===== config.mk =====
export PLATFORM = sky130hd
export DESIGN_NAME = bounded_lifo_stack_top
export DESIGN_NICKNAME = d
export VERILOG_FILES = /design/src/sv/blifo_pkg.sv /design/src/sv/bounded_lifo_stack_top.sv /design/src/sv/blifo_ctrl.sv /design/src/sv/blifo_dp.sv
export SDC_FILE = /design/constraint.sdc
export NUM_CORES = 2
export LEC_CHECK = 0
export ABC_CLOCK_PERIOD_IN_PS = 6100
export BUFFER_PORTS_ARGS = -buffer_cell sky130_fd_sc_hd__clkbuf_2
export CORE_MARGIN = 2
export CORE_UTILIZATION = 55
export DETAILED_ROUTE_END_ITERATION = 8
export PLACE_DENSITY_LB_ADDON = 0.1
export SKIP_LAST_GASP = 1
export SYNTH_ARGS = -nofsm -noshare
export SYNTH_HDL_FRONTEND = slang
export SYNTH_HIERARCHICAL = 1
export SYNTH_SLANG_ARGS = --single-unit

===== constraint.sdc =====
create_clock -name clk -period 6.1 [get_ports clk]
set_input_delay 0.305 -clock clk [delete_from_list [all_inputs] [get_ports clk]]
set_output_delay 0.305 -clock clk [all_outputs]
set_load 0.005 [all_outputs]

===== src/sv/blifo_pkg.sv =====
// shared types and constants for the bounded lifo stack
// no dependencies; imported by the controller, datapath and top level
package blifo_pkg;

  // built depth and register reset value
  localparam int DEFAULT_DEPTH = 128;
  localparam int CAP_W = 8;
  localparam logic [CAP_W-1:0] CAP_RESET = 8'd128;

  // field widths
  localparam int ACT_W = 2;
  localparam int WORD_W = 32;
  localparam int STAT_W = 2;
  localparam int OCC_W = 8;

  // word returned by a refused pop or peek
  localparam logic signed [WORD_W-1:0] EMPTY_WORD = 32'sh8000_0000;

  // operation codes; code three acts as a peek
  localparam logic [ACT_W-1:0] ACT_PUSH = 2'd0;
  localparam logic [ACT_W-1:0] ACT_POP = 2'd1;
  localparam logic [ACT_W-1:0] ACT_PEEK = 2'd2;

  // result status codes
  localparam logic [STAT_W-1:0] ST_OK = 2'd0;
  localparam logic [STAT_W-1:0] ST_FULL = 2'd1;
  localparam logic [STAT_W-1:0] ST_EMPTY = 2'd2;

  // controller states
  typedef enum logic [1:0] {
    S_IDLE,
    S_EXEC,
    S_READ,
    S_RESP
  } state_t;

  // kind of result loaded into the output register
  typedef enum logic [1:0] {
    RES_PUSH,
    RES_FULL,
    RES_EMPTY,
    RES_READ
  } res_sel_t;

  // controller to datapath commands
  typedef struct packed {
    logic     latch;
    logic     write_en;
    logic     rd_en;
    logic     dec;
    logic     res_load;
    res_sel_t res_sel;
  } cmd_t;

  // datapath to controller status
  typedef struct packed {
    logic is_push;
    logic is_pop;
    logic full;
    logic empty;
  } sts_t;

endpackage


===== src/sv/bounded_lifo_stack_top.sv =====
// bounded lifo stack: push, pop or peek on signed 32-bit words, one result per request
// a push, a full refusal or an empty refusal loads its result in the execute state; a pop
// or peek that reads an entry passes through a read state before its result is loaded
// (the entry memory read is registered); one request at a time: a new request is taken
// only after the last result has been accepted, so an output stall holds the flow
// reset (rst, synchronous): stack empty, capacity 128; memory contents are not cleared
// depends on blifo_pkg, blifo_ctrl, blifo_dp
module bounded_lifo_stack_top import blifo_pkg::*; #(
  parameter int STACK_DEPTH = DEFAULT_DEPTH
) (
  input  logic        clk,
  input  logic        rst,
  // capacity register write
  input  logic        cfg_valid,
  output logic        cfg_ready,
  input  logic [7:0]  cfg_data,
  // request stream
  input  logic        s_tvalid,
  output logic        s_tready,
  input  logic [39:0] s_tdata,  // action[1:0], push_value[33:2], zero pad[39:34]
  // result stream
  output logic        m_tvalid,
  input  logic        m_tready,
  output logic [47:0] m_tdata   // status[1:0], top_value[33:2], occupancy[41:34], zero[47:42]
);

  cmd_t                     cmd;
  sts_t                     sts;
  logic [STAT_W-1:0]        res_status;
  logic signed [WORD_W-1:0] res_data;
  logic [OCC_W-1:0]         res_occ;

  // configuration is always taken
  assign cfg_ready = 1'b1;

  blifo_ctrl u_ctrl (
    .clk       (clk),
    .rst       (rst),
    .in_valid  (s_tvalid),
    .in_ready  (s_tready),
    .out_valid (m_tvalid),
    .out_ready (m_tready),
    .sts       (sts),
    .cmd       (cmd)
  );

  blifo_dp #(
    .STACK_DEPTH (STACK_DEPTH)
  ) u_dp (
    .clk        (clk),
    .rst        (rst),
    .cfg_we     (cfg_valid & cfg_ready),
    .cfg_cap    (cfg_data),
    .in_action  (s_tdata[1:0]),
    .in_value   (s_tdata[33:2]),
    .cmd        (cmd),
    .sts        (sts),
    .res_status (res_status),
    .res_data   (res_data),
    .res_occ    (res_occ)
  );

  // result packing
  assign m_tdata = {6'd0, res_occ, res_data, res_status};

endmodule


===== src/sv/blifo_ctrl.sv =====
// controller state machine for the bounded lifo stack
// depends on blifo_pkg; drives the datapath through cmd_t, reads sts_t
module blifo_ctrl import blifo_pkg::*; (
  input  logic clk,
  input  logic rst,
  input  logic in_valid,
  output logic in_ready,
  output logic out_valid,
  input  logic out_ready,
  input  sts_t sts,
  output cmd_t cmd
);

  state_t state, state_next;

  // state register
  always_ff @(posedge clk) begin
    if (rst) begin
      state <= S_IDLE;
    end else begin
      state <= state_next;
    end
  end

  // next state and commands
  always_comb begin
    state_next = state;
    cmd = '0;
    cmd.res_sel = RES_PUSH;
    in_ready = 1'b0;
    out_valid = 1'b0;
    case (state)
      S_IDLE: begin
        in_ready = 1'b1;
        if (in_valid) begin
          cmd.latch = 1'b1;
          state_next = S_EXEC;
        end
      end
      S_EXEC: begin
        if (sts.is_push) begin
          cmd.res_load = 1'b1;
          if (sts.full) begin
            cmd.res_sel = RES_FULL;
          end else begin
            cmd.write_en = 1'b1;
            cmd.res_sel = RES_PUSH;
          end
          state_next = S_RESP;
        end else if (sts.empty) begin
          cmd.res_load = 1'b1;
          cmd.res_sel = RES_EMPTY;
          state_next = S_RESP;
        end else begin
          cmd.rd_en = 1'b1;
          state_next = S_READ;
        end
      end
      S_READ: begin
        // read data is registered; pop drops the top now
        cmd.res_load = 1'b1;
        cmd.res_sel = RES_READ;
        cmd.dec = sts.is_pop;
        state_next = S_RESP;
      end
      S_RESP: begin
        out_valid = 1'b1;
        if (out_ready) begin
          state_next = S_IDLE;
        end
      end
      default: begin
        state_next = S_IDLE;
      end
    endcase
  end

endmodule


===== src/sv/blifo_dp.sv =====
// datapath for the bounded lifo stack: entry memory, count, capacity, result register
// depends on blifo_pkg; commanded by blifo_ctrl
module blifo_dp import blifo_pkg::*; #(
  parameter int STACK_DEPTH = DEFAULT_DEPTH
) (
  input  logic                     clk,
  input  logic                     rst,
  input  logic                     cfg_we,
  input  logic [CAP_W-1:0]         cfg_cap,
  input  logic [ACT_W-1:0]         in_action,
  input  logic signed [WORD_W-1:0] in_value,
  input  cmd_t                     cmd,
  output sts_t                     sts,
  output logic [STAT_W-1:0]        res_status,
  output logic signed [WORD_W-1:0] res_data,
  output logic [OCC_W-1:0]         res_occ
);

  localparam int CW = $clog2(STACK_DEPTH + 1);
  localparam int AW = (STACK_DEPTH > 1) ? $clog2(STACK_DEPTH) : 1;
  localparam int XW = (CW > CAP_W) ? CW : CAP_W;
  localparam logic [CW-1:0] DEPTH_C = CW'(STACK_DEPTH);

  logic [ACT_W-1:0]         action;
  logic signed [WORD_W-1:0] value;
  logic [CW-1:0]            count, count_next;
  logic [CAP_W-1:0]         cap;
  logic signed [WORD_W-1:0] mem [STACK_DEPTH];
  logic signed [WORD_W-1:0] rd_data;
  logic [CW-1:0]            top_idx;

  // capacity register
  always_ff @(posedge clk) begin
    if (rst) begin
      cap <= CAP_RESET;
    end else if (cfg_we) begin
      cap <= cfg_cap;
    end
  end

  // request capture
  always_ff @(posedge clk) begin
    if (cmd.latch) begin
      action <= in_action;
      value <= in_value;
    end
  end

  // status toward the controller
  assign top_idx = count - CW'(1);
  always_comb begin
    sts.is_push = (action == ACT_PUSH);
    sts.is_pop = (action == ACT_POP);
    sts.full = (XW'(count) >= XW'(cap)) || (count >= DEPTH_C);
    sts.empty = (count == '0);
  end

  // entry count
  always_comb begin
    count_next = count;
    if (cmd.write_en) begin
      count_next = count + CW'(1);
    end else if (cmd.dec) begin
      count_next = top_idx;
    end
  end

  always_ff @(posedge clk) begin
    if (rst) begin
      count <= '0;
    end else begin
      count <= count_next;
    end
  end

  // entry memory, one write or one registered read
  always_ff @(posedge clk) begin
    if (cmd.write_en) begin
      mem[count[AW-1:0]] <= value;
    end
    if (cmd.rd_en) begin
      rd_data <= mem[top_idx[AW-1:0]];
    end
  end

  // result register
  always_ff @(posedge clk) begin
    if (cmd.res_load) begin
      res_occ <= OCC_W'(count_next);
      case (cmd.res_sel)
        RES_PUSH: begin
          res_status <= ST_OK;
          res_data <= '0;
        end
        RES_FULL: begin
          res_status <= ST_FULL;
          res_data <= '0;
        end
        RES_EMPTY: begin
          res_status <= ST_EMPTY;
          res_data <= EMPTY_WORD;
        end
        RES_READ: begin
          res_status <= ST_OK;
          res_data <= rd_data;
        end
        default: begin
          res_status <= ST_OK;
          res_data <= '0;
        end
      endcase
    end
  end

endmodule

==> results.cfg <==
[cells_and_area]
layout_commonest_cell = edfxtp_1
syn2layout_area_growth_pct = 13.31
layout.cells.non_filler = 12110
drive_gt1_frac = 0.2737
final_cell_mix = edfxtp_1, mux4_2, nand2_1
final_core_util = 0.6251
nets = 7890

[power]
clockPowerShare = 0.331
netSwitchingFraction = 0.2970
p_int_mw = 53.45
p_total_mw = 76.04
combinationalPowerShare = 0.226
netSwitchingPower_mw = 22.59
peakVddDrop_mv = 0.3164
cellPowerDensity_nw_per_um2 = 415.1
power_leakage_nw = 56.16
power_frac_seq = 0.444

[timing]
layout_min_cycle_time_ns = 5.259
post-route-period-util = 0.8621
worstMarginPinSlew_ns = 1.335
fin_skew_ns = 0.04765
final_hold_viol_count = 0
tns_ns = 0
rsz0062_at_grt = false
relSlewSlack = 0.1098
setup_violations = 0
drv_slew = 0
max_freq_mhz = 190.2
holdWs_ns = 0.06633

[floorplan]
rows = 199
die_h_um = 546.2
die_area_sq_um = 298300
start_util = 0.5516
core_area_sq_um = 293100
ios = 104
die_w_um = 546.2

[route]
wl_per_cell_um = 35.48
drt_iter0_markers = 11450
ant_nets = 0
drc = 0
drt-total-wl_um = 429500
vias_per_cell = 6.588
first_pass_iters = 8
via_count = 79750

[clock_tree]
clk_latency_ns = 0.95
cts_buffers = 424
clock_path_buffers = 4
post_cts_buffers = 0
htree_levels = 5
root_buffer = clkbuf_16
clk_pin_slew_ns = 0.06
clock_sinks = 4222
cts_tree = done

[setup_path]
critPathArrivalTime_ns = 5.93
cp-end-kind = register
start_kind = register
critPathRequiredTime_ns = 6.77
cp_max_fo = 27
worst-setup-path-type = reg2reg

[run]
drv_cap = 0

[grt]
antenna_found_initial = 32
overflow = 0
grt_pass1_wl_um = 603300
grt_max_degree = 107
track_usage = 0.2882
grt_pass1_vias = 78640

[synthesis]
syn_area_per_cell_sq_um = 22.18
synth_area_sq_um = 161700
yosysSeqAreaShare = 0.7831
ys_seq_elements = 4222
ys.flop_type = edfxtp_1
ys_types = 57
synth_edf_count = 4204
syn_inst = 7287
synth-async-reset-ratio = 0
yosysWarningCount = 6

[min_path]
worst_hold_path_type = in2reg

[placed_design]
dpl.hpwl_um = 252100
io_buffers = 90
dp.cells = 11250
gp_congestion = 0.8390

[status]
status = complete, no violations
[critical path, cell delays in order (launching register included)]
cell	delay, ns
dfxtp_4	0.41
inv_1	0.14
ha_1	0.31
nand2b_1	0.16
a21o_1	0.20
a21o_1	0.19
a21oi_1	0.16
nor2b_1	0.06
o21ai_0	0.20
a21oi_1	0.13
nor2_1	0.14
buf_4	0.20
nor2b_1	0.39
nand2_2	0.67
buf_4	0.45
nor2_4	0.85
buf_4	0.30
[area by class of cell]
type	count	area (sq um)
well taps	3919	4903
multi-input cells	2645	34080
flip-flops and latches	4222	126600
repair buffers	516	4204
clock inverters	249	2046
diodes	15	37.54
inverters	13	48.80
fillers	20010	109900
clock buffers	527	11250
[kinds of logic (layout without fill, tap and decap cells)]
logic type               Yosys count  after routing  share of synthesized area
buffers and inverters            425           1305                    0.01286
XOR/XNOR                          13             13                  0.0009597
AND/OR/NAND/NOR                 1042           1042                    0.02903
AO/OA/AOI/OAI                    285            285                    0.01318
flip-flops                      4222           4222                     0.7831
adder cells (fa/ha/maj)           15             15                   0.001161
other                              2             22                 0.00004646
multiplexers                    1283           1283                     0.1596
[layer usage]
metal,GRT usage,share of wire
met5,0,0.00017
met2,0.4545,0.48
met1,0.4287,0.40
met4,0.06396,0.022
met3,0.05028,0.097
[state kept, by name (all words and copies together) (netlist names)]
signal,cells
u_dp/res_data,32
u_dp/count,8
u_ctrl/state,2
u_dp/value,32
u_dp/rd_data,32
u_dp/res_status,2
u_dp/res_occ,8
u_dp/mem,4096
u_dp/cap,8
u_dp/action,2
[cells in the mapped netlist (11+ instances only)]
| cell | count | share of area |
|---|---|---|
| edfxtp_1 | 4204 | 0.78 |
| mux4_2 | 1036 | 0.14 |
| nand2_1 | 526 | 0.012 |
| mux2i_1 | 247 | 0.015 |
| buf_2 | 161 | 0.0050 |
| nor2_1 | 150 | 0.0035 |
| clkbuf_1 | 146 | 0.0034 |
| nand3_1 | 139 | 0.0043 |
| a32oi_1 | 119 | 0.0064 |
| nand4_1 | 89 | 0.0034 |
| and2_1 | 68 | 0.0026 |
| a21oi_1 | 65 | 0.0020 |
| a211oi_1 | 59 | 0.0027 |
| buf_1 | 46 | 0.0011 |
| buf_4 | 41 | 0.0019 |
| and3_1 | 35 | 0.0014 |
| dfxtp_1 | 18 | 0.0022 |
| buf_6 | 17 | 0.0012 |
| ha_1 | 15 | 0.0012 |
| inv_1 | 13 | 0.00030 |
| nor2b_1 | 12 | 0.00046 |
| a31oi_1 | 11 | 0.00043 |
[repair_timing]
item / CTS / global route
endpoints found under the hold margin: 45 / 0
resized for setup: 0 / 0
hold buffers: 62 / 0
[final timing paths]
path,start,endpoint,slack (ns),cells after the start
setup / recovery,u_dp/count[0],u_dp/mem[120][11],0.84,16
hold / removal,s_tdata[17],u_dp/value[15],0.07,2
setup reg to reg,u_dp/count[0],u_dp/mem[120][11],0.84,16
hold reg to reg,u_ctrl/state[0],u_ctrl/state[0],0.57,2
[power by group through the flow]
stage,clock network (mW),logic (mW),registers [mW]
after floorplan,0,8.95,35.0
after global placement,0,17.0,34.3
after detailed placement,0,17.1,34.4
after CTS,25.5,17.2,33.7
after global routing,26.6,17.9,33.7
final,25.1,17.2,33.7
[stage by stage]
step	cell area [sq um]	setup slack (ns)
6_report	183200	0.8410
5_1_grt	183100	0.6200
4_1_cts	183100	0.8703
3_5_place_dp	169200	0.9050
3_3_place_gp	169200	0.7113
2_1_floorplan	161700	1.332
(Power assumes the default switching activity.)
